<file path="config.mk">
export PLATFORM = sky130hd
export DESIGN_NAME = rbst_merge
export DESIGN_NICKNAME = d
export VERILOG_FILES = /design/src/hdl/rbst_pkg.sv /design/src/hdl/rbst_merge.sv
export SDC_FILE = /design/constraint.sdc
export NUM_CORES = 1
export LEC_CHECK = 0
export BUFFER_PORTS_ARGS = -buffer_cell sky130_fd_sc_hd__buf_4
export CAP_MARGIN = 20
export CORE_AREA = 2 2 247 249
export DETAILED_ROUTE_END_ITERATION = 10
export DIE_AREA = 0 0 249 251
export PLACE_DENSITY = 0.68
export SLEW_MARGIN = 10
export SYNTH_ARGS = -nofsm -noshare
export SYNTH_HDL_FRONTEND = slang
export SYNTH_SLANG_ARGS = --single-unit
</file>
<file path="constraint.sdc">
create_clock -name clk -period 8.3 [get_ports clk]
set_input_delay 0.83 -clock clk [delete_from_list [all_inputs] [get_ports clk]]
set_output_delay 0.83 -clock clk [all_outputs]
set_load 0.1 [all_outputs]
</file>
<file path="src/hdl/rbst_pkg.sv">
// Shared constants for the ray/box slab test.
`timescale 1ns / 1ps
package rbst_pkg;
  localparam int AXES  = 3;
  localparam int LANES = 2 * AXES;

  // configuration register indexes
  localparam logic [2:0] REG_ORIGIN_X    = 3'd0;
  localparam logic [2:0] REG_ORIGIN_Y    = 3'd1;
  localparam logic [2:0] REG_ORIGIN_Z    = 3'd2;
  localparam logic [2:0] REG_DIRECTION_X = 3'd3;
  localparam logic [2:0] REG_DIRECTION_Y = 3'd4;
  localparam logic [2:0] REG_DIRECTION_Z = 3'd5;
endpackage

</file>
<file path="src/hdl/rbst_merge.sv">
// Merge stage: orders per-axis slab bounds and narrows the parameter interval.
`timescale 1ns / 1ps
module rbst_merge #(
  parameter int W = 32
) (
  input  logic                clk,
  input  logic                en,
  input  logic signed [W-1:0] quot [0:rbst_pkg::LANES-1],
  input  logic [rbst_pkg::AXES-1:0] dzero,
  input  logic                zmiss,
  input  logic signed [W-1:0] t_lo,
  input  logic signed [W-1:0] t_hi,
  output logic                hit
);
  localparam logic signed [W-1:0] TMIN = {1'b1, {(W-1){1'b0}}};
  localparam logic signed [W-1:0] TMAX = {1'b0, {(W-1){1'b1}}};

  logic signed [W-1:0] e_r [0:rbst_pkg::AXES-1];
  logic signed [W-1:0] x_r [0:rbst_pkg::AXES-1];
  logic signed [W-1:0] lo_r, hi_r, lo1_r, hi1_r, lo_max, hi_min;
  logic                miss_r, miss1_r;

  // order entry/exit per axis; unbounded axes drop out
  always_ff @(posedge clk) begin
    if (en) begin
      for (int a = 0; a < rbst_pkg::AXES; a++) begin
        logic signed [W-1:0] q0, q1;
        q0 = quot[a];
        q1 = quot[a + rbst_pkg::AXES];
        if (dzero[a]) begin
          e_r[a] <= TMIN;
          x_r[a] <= TMAX;
        end else begin
          e_r[a] <= (q0 > q1) ? q1 : q0;
          x_r[a] <= (q0 > q1) ? q0 : q1;
        end
      end
      lo_r   <= t_lo;
      hi_r   <= t_hi;
      miss_r <= zmiss;
    end
  end

  // largest entry, smallest exit
  always_comb begin
    lo_max = lo_r;
    hi_min = hi_r;
    for (int a = 0; a < rbst_pkg::AXES; a++) begin
      if (e_r[a] > lo_max) lo_max = e_r[a];
      if (x_r[a] < hi_min) hi_min = x_r[a];
    end
  end

  always_ff @(posedge clk) begin
    if (en) begin
      lo1_r   <= lo_max;
      hi1_r   <= hi_min;
      miss1_r <= miss_r;
    end
  end

  assign hit = !miss1_r && (lo1_r < hi1_r);
endmodule

</file>
==> reports/metrics.cfg, run 1 <==
[status]
status = complete, no violations

[place]
placed_cell_area_um2 = 26500
dp_slack_ns = -0.689
place_congestion = 0.976
port_buffers = 262
dp_hpwl_mm = 61.7

[global_routing]
grt_usage = 0.247
grt-ovfl-total = 0
grt_use_met1 = 0.294
grt_pass1_vias = 20390
busiest_layer = met2
grt_use_met3 = 0.0346
antenna_found_initial = 1
met2_usage = 0.436
grt_pass1_wl_mm = 118
grt_max_degree = 129

[timing]
fin_ws_ns = 0.309
setup_viol = 0
fin_worst_skew_ns = 0.0165
period_share = 0.963
period_minus_slack_ns = 7.99
fmax_mhz = 125
hold_viol = 0
slew_viol_final = 0
tightest_slew_ns = 1.07
relSlewSlack = 0.286

[setup_path]
r2r-start = x_r[0][21]
worstPathMaxFanout = 17
critical_path_required_ns = 8.61
path_depth = 36
path_buf_inv = 8
cpMaxStageDelayCell = edfxtp_1
crit_family = compound AO/OA/AOI/OAI gates
cpMostUsedCell = a21o_1
critical_path_class = register to register
start_kind = register
reg2reg_depth = 36
worstSetupEndpointType = register
cp-startpoint = x_r[0][21]
cp.arrival_ns = 8.31
cpPeakStageDelay_ns = 0.43

[route]
wire_per_inst_um = 22.8
ant_nets = 0
drt-total-wl_mm = 79.2
routed_via_density = 5.94
dr_total_vias = 20651
drtIter0Drc = 1909
drt_pass1_iterations = 8
drc = 0

[pwr]
p_per_area_nw_per_um2 = 262
ir_drop_uv = 150
leakage_uw = 0.0124
power_uw = 7370

[final_layout]
n_antenna_cell = 0
drive_above_1_share = 0.192
stdcell_area_um2 = 28200
areaGrowthSynthToFinish_pct = 19.1
layout_commonest_cell = edfxtp_1
nets = 3240
fin_util = 0.471
mostFrequentLayoutCells = edfxtp_1, ha_1, buf_4

[clocking]
cts.sinks = 322
clock_latency_ns = 0.57
htreeDepth = 2
clockBufferDepth = 3
cts_tree = yes
root_buffer = clkbuf_16
cts_buffers = 40
ctsHoldBuffers = 0
path_clk_slew_ns = 0.06

[min_path]
worstHoldPathCells = 1
hold_start = t_hi[18]
holdCritPathClass = input port to register

[synthesis]
syn-num-nets = 3012
syn_inst = 2436
async_flop_share = 0
seq_area_frac_synth = 0.409
ys_seq_elements = 322
synth_ff_type = edfxtp_1
synth_warnings = 0
netlist-cell-type-count = 67
synth_edf_count = 322
avgSynthCellArea_um2 = 9.71
syn-cell-area_um2 = 23600

[floorplanning]
dieArea_um2 = 62500
die_width_um = 249
initial_core_util = 0.395
num_io_pins = 263
num_rows = 90
die_h_um = 251
core_area_um2 = 59800

[job]
drv_cap = 0

-- layer usage --
| metal | routed length (um) | part of all wire |
|---|---|---|
| met1 | 30800 | 0.39 |
| met2 | 39100 | 0.49 |
| met3 | 5250 | 0.066 |
| met4 | 4040 | 0.051 |
| met5 | 12 | 0.00015 |
-- power breakdown --
group / switching (uW) / internal, uW / total, uW / leakage (uW)
sequential: 170 / 2170 / 2340 / 0.00315
combinational: 1770 / 1440 / 3220 / 0.00859
clock: 715 / 1090 / 1810 / 0.000643
total: 2660 / 4710 / 7370 / 0.0124
-- repair_timing --
item | CTS | global route
pin swaps | 2 | 8
resized for setup | 7 | 23
endpoints found under the setup margin | 32 | 63
gates cloned | 0 | 1
buffers inserted | 2 | 5
-- final timing paths --
path                to  slack, ns
max reg2reg  hi1_r[26]       0.31
max          hi1_r[26]       0.31
min           hi_r[18]       0.43
min reg2reg    miss1_r       0.44
-- metrics by stage --
| step | hold WS (ns) | setup TNS (ns) | std cells |
|---|---|---|---|
| 3_5_place_dp | 0.421 | -20.76 | 3393 |
| 4_1_cts | 0.397 | 0 | 3466 |
| 3_3_place_gp | 0.415 | -14.03 | 3391 |
| 5_1_grt | 0.418 | -0.483 | 3475 |
| 6_report | 0.429 | 0 | 3475 |
| 2_1_floorplan | 0.400 | 0 | 2436 |
-- synthesized netlist by cell type, types with 6 or more instances --
master / number / area (um2)
clkbuf_1: 110 / 413
edfxtp_1: 322 / 9670
buf_1: 15 / 56.3
o21ai_0: 227 / 1140
mux2_2: 97 / 1090
a31oi_1: 41 / 257
a22o_1: 30 / 263
nand4_1: 49 / 307
o211ai_1: 14 / 105
nor4_1: 6 / 37.5
nor2b_1: 21 / 131
o21a_1: 14 / 105
o21ai_1: 37 / 185
nand3_1: 273 / 1370
nor3_1: 63 / 315
buf_6: 8 / 90.1
nor2_1: 42 / 158
o31ai_1: 35 / 263
inv_1: 298 / 1120
a21oi_1: 137 / 686
o31a_1: 30 / 263
buf_2: 6 / 30.0
a211oi_1: 11 / 82.6
and4_1: 7 / 61.3
a21o_1: 84 / 631
nand2b_1: 11 / 68.8
ha_1: 314 / 3930
nand2_1: 66 / 248
-- flip-flops by register name (all words and copies together), names as in the netlist --
register / cells
lo_r: 32
hi1_r: 32
x_r: 96
miss_r: 1
e_r: 96
hi_r: 32
lo1_r: 32
miss1_r: 1
-- cell families (layout without fill, tap and decap cells) --
group / after synthesis / in the layout / synth area share
AO/OA/AOI/OAI: 697 / 697 / 0.182
adder cells (fa/ha/maj): 314 / 314 / 0.166
buffers and inverters: 437 / 694 / 0.0722
flip-flops: 322 / 322 / 0.409
multiplexers: 100 / 100 / 0.0475
AND/OR/NAND/NOR: 566 / 566 / 0.123
-- cell type report --
cell class,instances,area [um2]
flip-flops and latches,322,9670
well taps,782,978
clock inverters,24,288
inverters,298,1120
clock buffers,47,1050
multi-input cells,1677,12500
repair buffers,325,2610
fillers,5495,31600
(Power assumes the default switching activity.)
==> run 2: changes to the inputs <==
ABC_AREA = 1   (was unset)
CORE_AREA = 2 2 240 242   (was 2 2 247 249)
DIE_AREA = 0 0 242 244   (was 0 0 249 251)
TNS_END_PERCENT = 30   (was unset)
==> run 2 against run 1 <==
Hold slack improved by 0.024 ns; area after synthesis decreased by 5.6%; non-clock buffer count down 39; largest power group unchanged; highest routed layer unchanged.
==> reports/metrics.cfg, run 2 <==
[setup_path]
cpPeakStageDelay_ns = 0.49
start_kind = register
reg2reg_depth = 38
r2r-start = e_r[0][31]
cpMostUsedCell = nand2_1
critical_path_required_ns = 8.59
worstSetupEndpointType = register
cp-startpoint = e_r[0][31]
worstPathMaxFanout = 44
critical_path_class = register to register
rrSetupSlack_ns = 0.89
rr_endpoint = lo1_r[7]
cpMaxStageDelayCell = nor4_1
cp.arrival_ns = 7.70

[floorplanning]
initial_core_util = 0.397
dieArea_um2 = 59000
num_io_pins = 263
core_area_um2 = 56200
num_rows = 87
die_h_um = 244
die_width_um = 242

[synthesis]
async_flop_share = 0
synth_ff_type = edfxtp_1
ys_seq_elements = 322
synth_xor_area_frac = 0.000785
muxShareOfSynthArea = 0
synth_compound_area_frac = 0.157
synth-simple-area-share = 0.158
post-synth-top-count-cell = nand2_1
ys_top_cells_by_area = edfxtp_1, ha_1, nand2_1
synthTopCellsByCount = nand2_1, edfxtp_1, ha_1
syn_inst = 2498
synth_fa_ha_area_frac = 0.176
yosysTopAreaCell = edfxtp_1
seq_area_frac_synth = 0.433
syn-cell-area_um2 = 22300
syn-num-nets = 3074
avgSynthCellArea_um2 = 8.93
yosysTopAreaCellShare = 0.433
synth_top_family_by_area = adder cells
synth_warnings = 0
netlist-cell-type-count = 48
synth_edf_count = 322

[final_layout]
mostFrequentLayoutCells = nand2_1, edfxtp_1, ha_1
areaGrowthSynthToFinish_pct = 17.9
nets = 3290
layout_commonest_cell = nand2_1
drive_above_1_share = 0.135
reg_top3 = e_r (96), x_r (96)

[clocking]
htreeDepth = 2
post_cts_resized = 0
ctsHoldBuffers = 0
root_buffer = clkbuf_16
cts_tree = yes
cts.sinks = 322
clock_latency_ns = 0.56
clockBufferDepth = 3
path_clk_slew_ns = 0.06
post_cts_buffers = 0
cts_buffers = 36

[job]
drv_cap = 0

[timing]
rsz0062_at_grt = false
tightest_slew_ns = 0.982
period_share = 0.893
slew_viol_final = 0
setup_viol = 0
tns_ns = 0
fin_worst_skew_ns = 0.0271
fin_ws_ns = 0.887
period_minus_slack_ns = 7.41
fmax_mhz = 135
relSlewSlack = 0.329
hold_viol = 0

[global_routing]
grt_max_degree = 162
grt_pass1_vias = 18055
grt_usage = 0.214
met2_usage = 0.346
antenna_found_initial = 5
grt_use_met1 = 0.292
grt-ovfl-total = 0
busiest_layer = met2
grt_pass1_wl_mm = 98.8
grt_use_met3 = 0.0294

[status]
status = complete, no violations

[place]
dp_hpwl_mm = 51.3
port_buffers = 262
dp_slack_ns = 0.816
place_congestion = 0.926

[route]
drt-total-wl_mm = 64.3
routed_via_density = 5.36
drc = 0
ant_nets = 0
dr_total_vias = 18745
wire_per_inst_um = 18.4
drtIter0Drc = 1715
drt_pass1_iterations = 8

[pwr]
leakage_uw = 0.0120
ir_drop_uv = 250
p_per_area_nw_per_um2 = 283

[min_path]
hold_path_end = lo_r[22]
worstHoldPathCells = 1
hold_start = t_lo[22]
holdCritPathClass = input port to register

run 2: cells by family after synthesis:
group,after synthesis
and+or+nand+nor,816
AOI/OAI and AO/OA,617
buffers and inverters,427
DFF,322
adders and majority gates,314
xor gates and xnor gates,2
run 2: how the worst max path moves through the flow:
stage	cells after the start	to	slack (ns)
final	38	lo1_r[7]	0.89
after global routing	39	lo1_r[4]	0.29
after CTS	38	lo1_r[4]	0.78
after detailed placement	38	lo1_r[9]	0.82
after global placement	38	lo1_r[8]	0.85
after floorplan	38	hi1_r[10]	2.46
run 2: metrics by stage:
step	std cells	power, uW	hold slack (ns)	util	instance area, um2
floorplan	2498	4700	0.400	-	22300
global placement	3430	5600	0.480	0.446	25000
detailed placement	3430	5740	0.487	0.446	25000
CTS	3488	7440	0.426	0.467	26200
global route	3491	8010	0.439	0.468	26300
finish	3494	7440	0.454	0.468	26300
run 2: worst max-delay path: cells and delay by family, from the launching register on:
kind | cells | cell delay (ns)
AOI/OAI and AO/OA | 5 | 1.16
xor gates and xnor gates | 2 | 0.30
adders and majority gates | 3 | 1.09
buffers and inverters | 7 | 1.10
DFF | 1 | 0.44
and+or+nand+nor | 21 | 3.05
run 2: final cells by class:
class | instances | area (um2)
Clock inverter | 14 | 249
Tap cell | 756 | 946
Sequential cell | 322 | 9670
Antenna cell | 4 | 10.0
Clock buffer | 44 | 952
Fill cell | 5280 | 29900
Multi-Input combinational cell | 1749 | 11000
Inverter | 319 | 1200
Timing Repair Buffer | 286 | 2270
run 2: routing by layer:
metal	share of wire	vias to the layer above
li1	-	9302
met1	0.45	8684
met2	0.45	649
met3	0.068	108
met4	0.035	2
met5	0.00016	-
run 2: power by group:
| part | leakage [uW] | total [uW] | internal (uW) | switching (uW) |
|---|---|---|---|---|
| sequential | 0.00316 | 2360 | 2230 | 133 |
| combinational | 0.00822 | 3400 | 1210 | 2190 |
| clock | 0.000581 | 1680 | 1030 | 651 |
| total | 0.0120 | 7440 | 4470 | 2970 |
